[src/rtl/cdau_pkg.sv]
`timescale 1ns / 1ps

package cdau_pkg;

    localparam int YEAR_WIDTH      = 14;
    localparam int DAY_COUNT_WIDTH = 23;
    localparam int MONTH_W         = 4;
    localparam int DAY_W           = 5;

    localparam int DAYS_PER_YEAR = 365;
    localparam int MONTH_COUNT   = 12;
    localparam int FEBRUARY      = 2;

    // years are offset by a multiple of 400 so that every year is positive
    localparam int YEAR_HALF  = 2 ** (YEAR_WIDTH - 1);
    localparam int YEAR_SHIFT = 400 * (YEAR_HALF / 400 + 2);
    localparam int MIN_SY     = YEAR_SHIFT - YEAR_HALF;
    localparam int MAX_SY     = YEAR_SHIFT + YEAR_HALF - 1;
    localparam int SY_W       = $clog2(MAX_SY + 1);
    localparam int BIT_W      = $clog2(SY_W);

    localparam int DN_W  = SY_W + 9;
    localparam int REM_W = 9;
    localparam int NW    = ((DN_W > DAY_COUNT_WIDTH) ? DN_W : DAY_COUNT_WIDTH) + 1;
    localparam int DW    = (DN_W > DAY_COUNT_WIDTH) ? DN_W : DAY_COUNT_WIDTH;

    // reciprocal of 100, exact for every operand below 2**(SY_W + 1)
    localparam int DIV_SHIFT = SY_W + 9;
    localparam int RECIP_100 = (2 ** DIV_SHIFT + 99) / 100;
    localparam int PW        = SY_W + DIV_SHIFT + 1;

    localparam int MIN_DBY_QUAD = DAYS_PER_YEAR * MIN_SY + (MIN_SY + 3) / 4;
    localparam int MIN_DBY_GREG = MIN_DBY_QUAD - (MIN_SY + 99) / 100 + (MIN_SY + 399) / 400;

    localparam logic [DAY_COUNT_WIDTH-1:0] COUNT_MAX = '1;

    typedef enum logic [3:0] {
        OP_NONE   = 4'd0,
        OP_LOAD   = 4'd1,
        OP_DBY    = 4'd2,
        OP_DN_A   = 4'd3,
        OP_DN_B   = 4'd4,
        OP_SUB    = 4'd5,
        OP_SEARCH = 4'd6,
        OP_REM    = 4'd7,
        OP_WALK   = 4'd8,
        OP_DIFF   = 4'd9,
        OP_OUT    = 4'd10
    } dp_op_t;

    typedef enum logic [1:0] {
        SRC_A     = 2'd0,
        SRC_B     = 2'd1,
        SRC_TRIAL = 2'd2,
        SRC_Y     = 2'd3
    } yu_src_t;

    typedef struct packed {
        dp_op_t  op;
        yu_src_t src;
    } dp_cmd_t;

    typedef struct packed {
        logic mode;
        logic bit_zero;
        logic walk_done;
        logic out_free;
    } dp_status_t;

    function automatic logic [DAY_W-1:0] month_days(input logic [MONTH_W-1:0] m,
                                                    input logic leap);
        logic [DAY_W-1:0] len;
        case (m)
            4'd1, 4'd3, 4'd5, 4'd7, 4'd8, 4'd10, 4'd12: len = 5'd31;
            4'd4, 4'd6, 4'd9, 4'd11:                     len = 5'd30;
            4'd2:                                        len = leap ? 5'd29 : 5'd28;
            default:                                     len = 5'd0;
        endcase
        return len;
    endfunction

    function automatic logic [REM_W-1:0] month_start(input logic [MONTH_W-1:0] m);
        logic [REM_W-1:0] s;
        case (m)
            4'd1:    s = 9'd0;
            4'd2:    s = 9'd31;
            4'd3:    s = 9'd59;
            4'd4:    s = 9'd90;
            4'd5:    s = 9'd120;
            4'd6:    s = 9'd151;
            4'd7:    s = 9'd181;
            4'd8:    s = 9'd212;
            4'd9:    s = 9'd243;
            4'd10:   s = 9'd273;
            4'd11:   s = 9'd304;
            4'd12:   s = 9'd334;
            default: s = 9'd0;
        endcase
        return s;
    endfunction

    function automatic logic [SY_W-1:0] shift_year(input logic signed [YEAR_WIDTH-1:0] y);
        return SY_W'(YEAR_SHIFT) + SY_W'(y);
    endfunction

endpackage

[src/rtl/cdau_ctrl.sv]
`timescale 1ns / 1ps

module cdau_ctrl (
    input  logic                 clk,
    input  logic                 rst_n,
    input  logic                 in_valid,
    output logic                 in_ready,
    input  cdau_pkg::dp_status_t status,
    output cdau_pkg::dp_cmd_t    cmd
);
    import cdau_pkg::*;

    typedef enum logic [14:0] {
        S_IDLE = 15'h0001,
        S_A1   = 15'h0002,
        S_A2   = 15'h0004,
        S_A3   = 15'h0008,
        S_B1   = 15'h0010,
        S_B2   = 15'h0020,
        S_B3   = 15'h0040,
        S_DIFF = 15'h0080,
        S_NSUB = 15'h0100,
        S_T1   = 15'h0200,
        S_T2   = 15'h0400,
        S_Y1   = 15'h0800,
        S_Y2   = 15'h1000,
        S_WALK = 15'h2000,
        S_DONE = 15'h4000
    } state_t;

    state_t state_reg, state_next;

    always_ff @(posedge clk or negedge rst_n)
    begin
        if (!rst_n)
        begin
            state_reg <= S_IDLE;
        end
        else
        begin
            state_reg <= state_next;
        end
    end

    always_comb
    begin
        state_next = state_reg;
        cmd.op     = OP_NONE;
        cmd.src    = SRC_A;
        in_ready   = 1'b0;
        unique case (state_reg)
            S_IDLE:
            begin
                in_ready = 1'b1;
                if (in_valid)
                begin
                    cmd.op     = OP_LOAD;
                    state_next = S_A1;
                end
            end
            S_A1:
            begin
                cmd.src    = SRC_A;
                state_next = S_A2;
            end
            S_A2:
            begin
                cmd.op     = OP_DBY;
                state_next = S_A3;
            end
            S_A3:
            begin
                cmd.op     = OP_DN_A;
                state_next = status.mode ? S_B1 : S_NSUB;
            end
            S_B1:
            begin
                cmd.src    = SRC_B;
                state_next = S_B2;
            end
            S_B2:
            begin
                cmd.op     = OP_DBY;
                state_next = S_B3;
            end
            S_B3:
            begin
                cmd.op     = OP_DN_B;
                state_next = S_DIFF;
            end
            S_DIFF:
            begin
                cmd.op     = OP_DIFF;
                state_next = S_DONE;
            end
            S_NSUB:
            begin
                cmd.op     = OP_SUB;
                state_next = S_T1;
            end
            S_T1:
            begin
                cmd.src    = SRC_TRIAL;
                state_next = S_T2;
            end
            S_T2:
            begin
                cmd.op     = OP_SEARCH;
                cmd.src    = SRC_TRIAL;
                state_next = status.bit_zero ? S_Y1 : S_T1;
            end
            S_Y1:
            begin
                cmd.src    = SRC_Y;
                state_next = S_Y2;
            end
            S_Y2:
            begin
                cmd.op     = OP_REM;
                state_next = S_WALK;
            end
            S_WALK:
            begin
                cmd.op = OP_WALK;
                if (status.walk_done)
                begin
                    state_next = S_DONE;
                end
            end
            S_DONE:
            begin
                if (status.out_free)
                begin
                    cmd.op     = OP_OUT;
                    state_next = S_IDLE;
                end
            end
            default:
            begin
                state_next = S_IDLE;
            end
        endcase
    end

endmodule

[src/rtl/cdau_datapath.sv]
`timescale 1ns / 1ps

module cdau_datapath (
    input  logic                                          clk,
    input  logic                                          rst_n,
    input  cdau_pkg::dp_cmd_t                             cmd,
    output cdau_pkg::dp_status_t                          status,
    input  logic                                          cfg_we,
    input  logic                                          cfg_wdata,
    input  logic                                          mode,
    input  logic signed [cdau_pkg::YEAR_WIDTH-1:0]        year_a,
    input  logic        [cdau_pkg::MONTH_W-1:0]           month_a,
    input  logic        [cdau_pkg::DAY_W-1:0]             day_a,
    input  logic signed [cdau_pkg::YEAR_WIDTH-1:0]        year_b,
    input  logic        [cdau_pkg::MONTH_W-1:0]           month_b,
    input  logic        [cdau_pkg::DAY_W-1:0]             day_b,
    input  logic        [cdau_pkg::DAY_COUNT_WIDTH-1:0]   day_count,
    input  logic                                          out_ready,
    output logic                                          out_valid,
    output logic signed [cdau_pkg::YEAR_WIDTH-1:0]        result_year,
    output logic        [cdau_pkg::MONTH_W-1:0]           result_month,
    output logic        [cdau_pkg::DAY_W-1:0]             result_day,
    output logic        [cdau_pkg::DAY_COUNT_WIDTH-1:0]   days_apart,
    output logic                                          date_error
);
    import cdau_pkg::*;

    logic                        leap_rule_reg;
    logic                        out_valid_reg;

    logic                        mode_reg;
    logic signed [YEAR_WIDTH-1:0] year_a_reg, year_b_reg;
    logic [MONTH_W-1:0]          month_a_reg, month_b_reg;
    logic [DAY_W-1:0]            day_a_reg, day_b_reg;
    logic [DAY_COUNT_WIDTH-1:0]  day_count_reg;

    logic [SY_W-1:0]             yu_in;
    logic [SY_W:0]               y_plus3, y_plus99;
    logic [PW-1:0]               prod_floor, prod_ceil;
    logic [DN_W-1:0]             p365_next, p365_reg;
    logic [SY_W-1:0]             q4_next, q4_reg;
    logic [SY_W-1:0]             q100_next, q100_reg;
    logic [SY_W-1:0]             q100c_next, q100c_reg;
    logic [1:0]                  ylow_reg;

    logic [SY_W-1:0]             q400, q400c;
    logic [DN_W-1:0]             dby;
    logic                        leap;

    logic [DN_W-1:0]             dby_reg;
    logic                        leap_reg;
    logic [DN_W-1:0]             dn_a_reg, dn_b_reg;
    logic [MONTH_W-1:0]          dn_month;
    logic [DAY_W-1:0]            dn_day;
    logic [DN_W-1:0]             dn;
    logic                        date_ok;

    logic signed [NW-1:0]        n_full, n_min;
    logic                        n_low;
    logic [DN_W-1:0]             n_reg;

    logic [SY_W-1:0]             search_y_reg, trial;
    logic [BIT_W-1:0]            bit_reg;

    logic [REM_W-1:0]            rem_reg;
    logic [MONTH_W-1:0]          month_reg;
    logic [DAY_W-1:0]            walk_len;
    logic                        walk_done;

    logic [DN_W-1:0]             diff_abs;
    logic [DAY_COUNT_WIDTH-1:0]  diff_sat, diff_reg;
    logic                        err_reg;

    logic signed [YEAR_WIDTH-1:0] result_year_reg;
    logic [MONTH_W-1:0]          result_month_reg;
    logic [DAY_W-1:0]            result_day_reg;
    logic [DAY_COUNT_WIDTH-1:0]  days_apart_reg;
    logic                        date_error_reg;

    // year unit, first stage: constant products
    assign trial = search_y_reg | (SY_W'(1) << bit_reg);

    always_comb
    begin
        unique case (cmd.src)
            SRC_A:     yu_in = shift_year(year_a_reg);
            SRC_B:     yu_in = shift_year(year_b_reg);
            SRC_TRIAL: yu_in = trial;
            SRC_Y:     yu_in = search_y_reg;
        endcase
    end

    assign y_plus3    = (SY_W+1)'(yu_in) + (SY_W+1)'(3);
    assign y_plus99   = (SY_W+1)'(yu_in) + (SY_W+1)'(99);
    assign prod_floor = PW'(yu_in) * PW'(RECIP_100);
    assign prod_ceil  = PW'(y_plus99) * PW'(RECIP_100);
    assign p365_next  = DN_W'(yu_in) * DN_W'(DAYS_PER_YEAR);
    assign q4_next    = SY_W'(y_plus3 >> 2);
    assign q100_next  = prod_floor[DIV_SHIFT +: SY_W];
    assign q100c_next = prod_ceil[DIV_SHIFT +: SY_W];

    // year unit, second stage: days before the year and leap flag
    assign q400  = q100_reg >> 2;
    assign q400c = SY_W'(((SY_W+1)'(q100c_reg) + (SY_W+1)'(3)) >> 2);
    assign dby   = p365_reg + DN_W'(q4_reg)
                 + (leap_rule_reg ? (DN_W'(q400c) - DN_W'(q100c_reg)) : '0);
    assign leap  = (ylow_reg == 2'b00)
                 && !(leap_rule_reg && (q100_reg == q100c_reg) && (q400 != q400c));

    // day number and validity of one date
    assign dn_month = (cmd.op == OP_DN_B) ? month_b_reg : month_a_reg;
    assign dn_day   = (cmd.op == OP_DN_B) ? day_b_reg : day_a_reg;
    assign dn       = dby_reg + DN_W'(month_start(dn_month)) + DN_W'(dn_day) - DN_W'(1)
                    + DN_W'(leap_reg && (dn_month > MONTH_W'(FEBRUARY)));
    assign date_ok  = (dn_day != '0) && (dn_day <= month_days(dn_month, leap_reg));

    assign n_full = $signed(NW'(dn_a_reg)) - $signed(NW'(day_count_reg));
    assign n_min  = leap_rule_reg ? NW'(MIN_DBY_GREG) : NW'(MIN_DBY_QUAD);
    assign n_low  = n_full < n_min;

    assign walk_len  = month_days(month_reg, leap_reg);
    assign walk_done = (month_reg == MONTH_W'(MONTH_COUNT)) || (rem_reg < REM_W'(walk_len));

    assign diff_abs = (dn_a_reg > dn_b_reg) ? (dn_a_reg - dn_b_reg) : (dn_b_reg - dn_a_reg);
    assign diff_sat = (DW'(diff_abs) > DW'(COUNT_MAX)) ? COUNT_MAX
                                                        : DAY_COUNT_WIDTH'(diff_abs);

    always_ff @(posedge clk or negedge rst_n)
    begin
        if (!rst_n)
        begin
            leap_rule_reg <= 1'b0;
            out_valid_reg <= 1'b0;
        end
        else
        begin
            if (cfg_we)
            begin
                leap_rule_reg <= cfg_wdata;
            end
            if (cmd.op == OP_OUT)
            begin
                out_valid_reg <= 1'b1;
            end
            else if (out_ready)
            begin
                out_valid_reg <= 1'b0;
            end
        end
    end

    always_ff @(posedge clk)
    begin
        p365_reg  <= p365_next;
        q4_reg    <= q4_next;
        q100_reg  <= q100_next;
        q100c_reg <= q100c_next;
        ylow_reg  <= yu_in[1:0];
        case (cmd.op)
            OP_LOAD:
            begin
                mode_reg      <= mode;
                year_a_reg    <= year_a;
                month_a_reg   <= month_a;
                day_a_reg     <= day_a;
                year_b_reg    <= year_b;
                month_b_reg   <= month_b;
                day_b_reg     <= day_b;
                day_count_reg <= day_count;
                err_reg       <= 1'b0;
            end
            OP_DBY:
            begin
                dby_reg  <= dby;
                leap_reg <= leap;
            end
            OP_DN_A:
            begin
                dn_a_reg <= dn;
                err_reg  <= err_reg | !date_ok;
            end
            OP_DN_B:
            begin
                dn_b_reg <= dn;
                err_reg  <= err_reg | !date_ok;
            end
            OP_SUB:
            begin
                n_reg        <= n_full[DN_W-1:0];
                err_reg      <= err_reg | n_low;
                search_y_reg <= '0;
                bit_reg      <= BIT_W'(SY_W - 1);
            end
            OP_SEARCH:
            begin
                if (dby <= n_reg)
                begin
                    search_y_reg <= trial;
                end
                bit_reg <= bit_reg - BIT_W'(1);
            end
            OP_REM:
            begin
                rem_reg   <= REM_W'(n_reg - dby);
                leap_reg  <= leap;
                month_reg <= MONTH_W'(1);
            end
            OP_WALK:
            begin
                if (!walk_done)
                begin
                    rem_reg   <= rem_reg - REM_W'(walk_len);
                    month_reg <= month_reg + MONTH_W'(1);
                end
            end
            OP_DIFF:
            begin
                diff_reg <= diff_sat;
            end
            OP_OUT:
            begin
                date_error_reg <= err_reg;
                if (err_reg || mode_reg)
                begin
                    result_year_reg  <= '0;
                    result_month_reg <= '0;
                    result_day_reg   <= '0;
                end
                else
                begin
                    result_year_reg  <= $signed(YEAR_WIDTH'(search_y_reg - SY_W'(YEAR_SHIFT)));
                    result_month_reg <= month_reg;
                    result_day_reg   <= DAY_W'(rem_reg + REM_W'(1));
                end
                days_apart_reg <= (err_reg || !mode_reg) ? '0 : diff_reg;
            end
            default:
            begin
            end
        endcase
    end

    assign status.mode      = mode_reg;
    assign status.bit_zero  = (bit_reg == '0);
    assign status.walk_done = walk_done;
    assign status.out_free  = !out_valid_reg || out_ready;

    assign out_valid    = out_valid_reg;
    assign result_year  = result_year_reg;
    assign result_month = result_month_reg;
    assign result_day   = result_day_reg;
    assign days_apart   = days_apart_reg;
    assign date_error   = date_error_reg;

endmodule

[src/rtl/calendar_date_arithmetic_unit.sv]
`timescale 1ns / 1ps
// channel   signals                                       transfer when
// in        in_valid, in_ready, mode, year_a .. day_count in_valid & in_ready
// out       out_valid, out_ready, result_year .. date_error out_valid & out_ready
// cfg       cfg_we, cfg_wdata (leap_rule)                 cfg_we
//
// one item at a time; in_ready is high only while the unit is free
// day subtraction: a year search (one year bit per pass through the shared year unit),
//   then a month walk (one month a cycle)
// a held result does not block the next input transfer; rst_n clears control
// and the leap rule asynchronously, no clearing pass is needed

module calendar_date_arithmetic_unit (
    input  logic                                          clk,
    input  logic                                          rst_n,
    input  logic                                          cfg_we,
    input  logic                                          cfg_wdata,
    input  logic                                          in_valid,
    output logic                                          in_ready,
    input  logic                                          mode,
    input  logic signed [cdau_pkg::YEAR_WIDTH-1:0]        year_a,
    input  logic        [cdau_pkg::MONTH_W-1:0]           month_a,
    input  logic        [cdau_pkg::DAY_W-1:0]             day_a,
    input  logic signed [cdau_pkg::YEAR_WIDTH-1:0]        year_b,
    input  logic        [cdau_pkg::MONTH_W-1:0]           month_b,
    input  logic        [cdau_pkg::DAY_W-1:0]             day_b,
    input  logic        [cdau_pkg::DAY_COUNT_WIDTH-1:0]   day_count,
    output logic                                          out_valid,
    input  logic                                          out_ready,
    output logic signed [cdau_pkg::YEAR_WIDTH-1:0]        result_year,
    output logic        [cdau_pkg::MONTH_W-1:0]           result_month,
    output logic        [cdau_pkg::DAY_W-1:0]             result_day,
    output logic        [cdau_pkg::DAY_COUNT_WIDTH-1:0]   days_apart,
    output logic                                          date_error
);
    import cdau_pkg::*;

    dp_cmd_t    cmd;
    dp_status_t status;

    cdau_ctrl u_ctrl (
        .clk      (clk),
        .rst_n    (rst_n),
        .in_valid (in_valid),
        .in_ready (in_ready),
        .status   (status),
        .cmd      (cmd)
    );

    cdau_datapath u_datapath (
        .clk          (clk),
        .rst_n        (rst_n),
        .cmd          (cmd),
        .status       (status),
        .cfg_we       (cfg_we),
        .cfg_wdata    (cfg_wdata),
        .mode         (mode),
        .year_a       (year_a),
        .month_a      (month_a),
        .day_a        (day_a),
        .year_b       (year_b),
        .month_b      (month_b),
        .day_b        (day_b),
        .day_count    (day_count),
        .out_ready    (out_ready),
        .out_valid    (out_valid),
        .result_year  (result_year),
        .result_month (result_month),
        .result_day   (result_day),
        .days_apart   (days_apart),
        .date_error   (date_error)
    );

endmodule

[config.mk]
export PLATFORM = sky130hd
export DESIGN_NAME = calendar_date_arithmetic_unit
export DESIGN_NICKNAME = d
export VERILOG_FILES = /design/src/rtl/cdau_pkg.sv /design/src/rtl/cdau_ctrl.sv /design/src/rtl/cdau_datapath.sv /design/src/rtl/calendar_date_arithmetic_unit.sv
export SDC_FILE = /design/constraint.sdc
export NUM_CORES = 1
export LEC_CHECK = 0
export BUFFER_PORTS_ARGS = -buffer_cell sky130_fd_sc_hd__buf_2
export CAP_MARGIN = 10
export CORE_ASPECT_RATIO = 0.9
export CORE_MARGIN = 4
export CORE_UTILIZATION = 35
export CTS_CLUSTER_DIAMETER = 40
export CTS_CLUSTER_SIZE = 10
export DETAILED_ROUTE_END_ITERATION = 6
export PLACE_DENSITY_LB_ADDON = 0.08
export SYNTH_ARGS = -nofsm -noshare
export SYNTH_HDL_FRONTEND = slang
export SYNTH_HIERARCHICAL = 1
export SYNTH_SLANG_ARGS = --single-unit
[constraint.sdc]
create_clock -name clk -period 19.85 [get_ports clk]
set_input_delay 3.97 -clock clk [delete_from_list [all_inputs] [get_ports clk]]
set_output_delay 3.97 -clock clk [all_outputs]
set_load 0.05 [all_outputs]
# Word level (Yosys, flattened, before mapping)

Memory sizes are Yosys's and may differ from the RTL's.
Index checks and enable logic that the tools add are counted.

Add/sub/neg operators: 21
Multiply operators: 3
Div/mod/pow operators: 0
Order comparisons: 7
Equal/unequal tests: 59
Shift operators: 1
Mux-type cells: 30
Bitwise operators: 3
Reduce and logical (&&, ||, !) cells: 32

Operators with widths:

| kind                                                                              | count |
|---|---|
| 15-bit one-hot mux with 15 select lines                                           | 1 |
| 15-bit 2-to-1 mux                                                                 | 4 |
| 15-bit one-hot mux with 4 select lines                                            | 1 |
| 4-bit equality test, second input constant                                        | 13 |
| 4-bit by 3-bit equality test with 1-bit output, second input constant             | 12 |
| 24-bit 2-to-1 mux                                                                 | 2 |
| 24-bit subtractor                                                                 | 2 |
| 4-bit one-hot mux with 10 select lines                                            | 1 |
| 16-bit by 18-bit multiplier with 34-bit output, second input constant             | 1 |
| 15-bit by 18-bit multiplier with 33-bit output, second input constant             | 1 |
| 15-bit by 14-bit adder with 15-bit output, first input constant                   | 2 |
| 15-bit one-hot mux with 2 select lines                                            | 1 |
| 5-bit one-hot mux with 3 select lines                                             | 2 |
| 25-bit < comparator                                                               | 1 |
| 24-bit by 23-bit subtractor with 25-bit output                                    | 1 |
| 24-bit by 1-bit adder with 24-bit output                                          | 1 |
| 24-bit by 14-bit adder with 24-bit output                                         | 1 |
| 24-bit adder                                                                      | 1 |
| 24-bit by 5-bit adder with 24-bit output                                          | 1 |
| 24-bit by 9-bit adder with 24-bit output                                          | 1 |
| 4-bit by 2-bit equality test with 1-bit output, second input constant             | 6 |
| 24-bit by 23-bit greater-than comparator with 1-bit output, second input constant | 1 |
| 24-bit greater-than comparator                                                    | 1 |
| 24-bit less-or-equal comparator                                                   | 1 |
| 62 further kinds                                                                  | 97 |

Bits in registers: 346
Latch bits: 0
RAM bits: 0
Bits in read-only memories: 144
Bits of input ports: 76
Output and inout bits: 49
Logic and storage cells: 189
Memories kept: 1

Memories:

| name            | depth | bits a word | read ports | clocked after Yosys merged registers in | write ports | RTL line       | text |
|---|---|---|---|---|---|---|---|
| (no name shown) | 16    | 9           | 1          | 0                                       | 0           | cdau_pkg.sv:84 | `case (m)` |

# Depth between registers and ports, before layout

Depth in word-level cells: 14
Depth in mapped cells: 43
Mapped depth without buffers: 38

# Cells and area by module

Netlist, hierarchy kept.

Modules (own cells, without submodules):

| module        | times used | cells an instance | area each (sq um) | sequential area each (sq um) |
|---|---|---|---|---|
| cdau_datapath | 1          | 3179              | 32458.6           | 9298.9 |
| cdau_ctrl     | 1          | 113               | 1047.3            | 376.6 |

# Least setup slack after synthesis

No wires, ideal clock.

Path type: input port to flip-flop
Start point: in out_ready
End point: reg u_datapath.day_a_reg[0] (enable)
Setup time: 0.584 ns
Data arrival time: 9.461 ns
Required time: 19.266 ns
Setup slack: 9.805 ns
Cell stages on the path: 6
Buffers on the path: 1
Cells stage by stage: nand2b_1 > nand4b_1 > nand2b_1 > clkbuf_1 > nand2b_1 > nor3_1

RTL lines:

| what                 | RTL line                            | text |
|---|---|---|
| start, declared      | calendar_date_arithmetic_unit.sv:29 | `input logic out_ready,` |
| end signal, assigned | cdau_datapath.sv:165                | `day_a_reg <= day_a;` |
| end, declared        | cdau_datapath.sv:34                 | `logic [DAY_W-1:0] day_a_reg, day_b_reg;` |

==> results.txt <==
* DRC violation count after routing: 0
- The synthesized netlist devotes 5.30% of its cell area to XOR and XNOR gates.
* Net count after synthesis: 4165
* Upper clock frequency limit: 83.4 MHz
- In this run the post-CTS setup repair buffer count came out at 0.
* Classification of the worst setup path: reg2reg
* Antenna cell count: 0
- Post-DRT Antenna Nets: 0
* Max-Slew Margin vs Limit: 21.2%
* Leading cell type by number of instances after synthesis: sky130_fd_sc_hd__inv_1
* Count of cell types in the netlist: 98
* Final critical path time including I/O delays and setup: 11990 ps
- Gates resized, CTS repair: 0
- Arrival time reported for the critical path endpoint: 12500 ps
* Total Nets Final: 4335
* Site row count: 107
- In the synthesized netlist the dominant register cell turns out to be sky130_fd_sc_hd__edfxtp_1.
* Fraction of layout cells with a size suffix above 1: 9.49%
- Initial standard-cell utilization of the core: 35.3%
- Post-cts hold buffer count: 0
* Cell type of the slowest stage on the worst timing path: sky130_fd_sc_hd__o21ai_0
- The synthesized design devotes to its leading area cell type 24.2% of total area.
* Maximum number of pins on one net before global-route repair: 61
- Synthesis produced 3292 cells.
- Async set-reset flop share out of synthesis: 4.94%
* Total negative slack: 0 ps
- Area of the mapped netlist: 33500 um2
- Top cells by instance count after synthesis: sky130_fd_sc_hd__inv_1 (585), sky130_fd_sc_hd__ha_1 (529), sky130_fd_sc_hd__edfxtp_1 (270), sky130_fd_sc_hd__fa_1 (268), sky130_fd_sc_hd__a21oi_1 (191)
- The most numerous cell type found on the critical path is sky130_fd_sc_hd__fa_1.
* Wire length of the first global-routing pass: 141 mm
- Final setup fails: 0
- By area, the combinational part of the netlist is dominated by adder cells.
- GR Util All Layers: 18.1%
- Floorplan core area: 94800 um2
- Overall die width: 334 um
- Number of detailed-route iterations in the first pass: 7
- CP Capture Type: flop
- Routed length per instance: 19.1 um
- The initial antenna violation count is 2.
- Setup crit start kind: flop
* Clock tree from TritonCTS: yes
* Max Slew Vio Count: 0
* Area overhead of the layout relative to synthesis: 13.8%
- Setup repair after global routing left no endpoint under its margin.
- Adder and majority gate portion of the synthesized area: 35.8%
- Detailed placement ended at an HPWL of 76.7 mm.
- After global routing the overflow that remains totals 0.
- On the final layout, the worst clock skew is 25.1 ps.
- Largest fanout of any net on the critical path: 13
- The later pin in the worst-skew pair is clocked with a latency of 600 ps.
- Basic-gate share of the synthesized area counting and, or, nand and nor cells: 10.5%
* Number of enable-type register cells in the synthesized netlist: 270
- Clk pin slew, worst setup/hold paths: 50 ps
- Ys Warns: 6
* TritonCTS sink count: 344
- Average cell area after synthesis: 10.2 um2
- Via count: 23500
- Period utilization: 60.4%
* Number of CTS-inserted buffers: 73
- Max-Cap Viols: 0
- Top-Level Pins: 125
* Root buf cell: sky130_fd_sc_hd__clkbuf_16
- Measured along the y axis, the die boundary spans 302 um.
* Max stage delay on crit path: 900 ps
* Compound-Gate Fraction of Synth Area: 10.8%
* Class of the most critical hold timing path: reg2reg
- DRC marker count from the first detailed-route iteration: 1027
- Ranked by total cell area, the synthesized netlist is headed by sky130_fd_sc_hd__edfxtp_1 (24%), sky130_fd_sc_hd__ha_1 (20%), sky130_fd_sc_hd__fa_1 (16%).
- Filler Cell Count: 9310
- Summed over all instances, the cell type with the most area after synthesis is sky130_fd_sc_hd__edfxtp_1.
* Post-synthesis sequential area ratio: 28.9%
* Yosys reg bits: 344
* Overall routed net length: 91.2 mm
* Share of cell area taken by muxes after synthesis: 1.33%
- The flow ran to the end, and the final reports show no timing, DRC or antenna violations.
* Buffer depth of the longest clock path: 3
- At the worst endpoint, the required time is 20360 ps.
- Actual transition at the worst max-transition pin: 1170 ps
* Final hold violation count: 0
- The count of buffers added on input and output ports is 124.
- CTS built an H-tree with a depth of 3.
- Routability-driven placement congestion ratio: 0.870
* Number of global-route vias before repair: 24700
- Die footprint: 101000 um2
- Via density: 4.91
metrics by stage:
step	std cells	hold slack (ps)	setup slack [ps]	area [um2]	util [%]
floorplan	3292	497	9800	33500	-
global placement	4640	499	8180	35700	37.6
detailed placement	4640	505	7790	35700	37.6
CTS	4774	516	7760	38100	40.2
global route	4774	538	7020	38100	40.2
finish	4774	514	7860	38100	40.2
cell families after synthesis:
logic type	Yosys count
xor+xnor	202
compound gates	567
buf+inv	644
simple gates	695
flops	344
mux	43
fa+ha+maj	797
cells in the final DEF (no fill, tap or decap), types with 32 or more instances in the layout:
cell	netlist	final
sky130_fd_sc_hd__a21o_1	68	68
sky130_fd_sc_hd__a21oi_1	191	191
sky130_fd_sc_hd__and2_1	44	44
sky130_fd_sc_hd__buf_2	10	124
sky130_fd_sc_hd__clkbuf_16	0	75
sky130_fd_sc_hd__dfxtp_1	57	57
sky130_fd_sc_hd__edfxtp_1	270	270
sky130_fd_sc_hd__fa_1	268	268
sky130_fd_sc_hd__ha_1	529	529
sky130_fd_sc_hd__inv_1	585	585
sky130_fd_sc_hd__mux2i_1	32	32
sky130_fd_sc_hd__nand2_1	146	146
sky130_fd_sc_hd__nand3_1	45	45
sky130_fd_sc_hd__nor2_1	187	183
sky130_fd_sc_hd__nor2b_1	41	41
sky130_fd_sc_hd__nor3_1	68	63
sky130_fd_sc_hd__o21ai_0	114	113
sky130_fd_sc_hd__xnor2_1	145	145
sky130_fd_sc_hd__xor2_1	56	56
routing by layer:
metal	global-route usage, %	vias to the layer above	part of all wire [%]
met4	6.02	0	3.3
met2	31.3	380	48
met3	3.03	139	3.5
li1	-	11500	-
met1	23.0	11400	45
met5	0	-	0
final timing paths:
| path | start | end | slack [ps] | cells after the start |
|---|---|---|---|---|
| setup / recovery | u_ctrl/state_reg[1] | u_datapath/q100c_reg[9] | 7860 | 34 |
| min in group asynchronous | rst_n | u_ctrl/state_reg[13] | 3290 | 1 |
| max in group asynchronous | rst_n | u_ctrl/state_reg[0] | 16220 | 1 |
| hold reg to reg | u_datapath/diff_reg[10] | u_datapath/days_apart[10] | 510 | 1 |
| setup reg to reg | u_ctrl/state_reg[1] | u_datapath/q100c_reg[9] | 7860 | 34 |
| hold / removal | u_datapath/diff_reg[10] | u_datapath/days_apart[10] | 510 | 1 |
worst max-delay path, delay by kind of cell (launching register included):
family / cells / cell delay (ps)
adder cells (fa/ha/maj): 9 / 4160
AO/OA/AOI/OAI: 10 / 3220
AND/OR/NAND/NOR: 8 / 2690
buffers and inverters: 3 / 780
flip-flops: 1 / 430
XOR/XNOR: 3 / 420
multiplexers: 1 / 170
final cells by class:
cell class	count	area, um2	area share (%)
clock buffers	80	1900	4.97
clock inverters	54	583	1.53
inverters	586	2200	5.77
multi-input cells	2304	21400	56.0
flip-flops and latches	344	9680	25.4
well taps	1253	1570	4.11
repair buffers	153	838	2.20
Power is left out: the tool's default activity adds up to more than one toggle a clock period on the data nets, which glitch-free logic cannot reach.
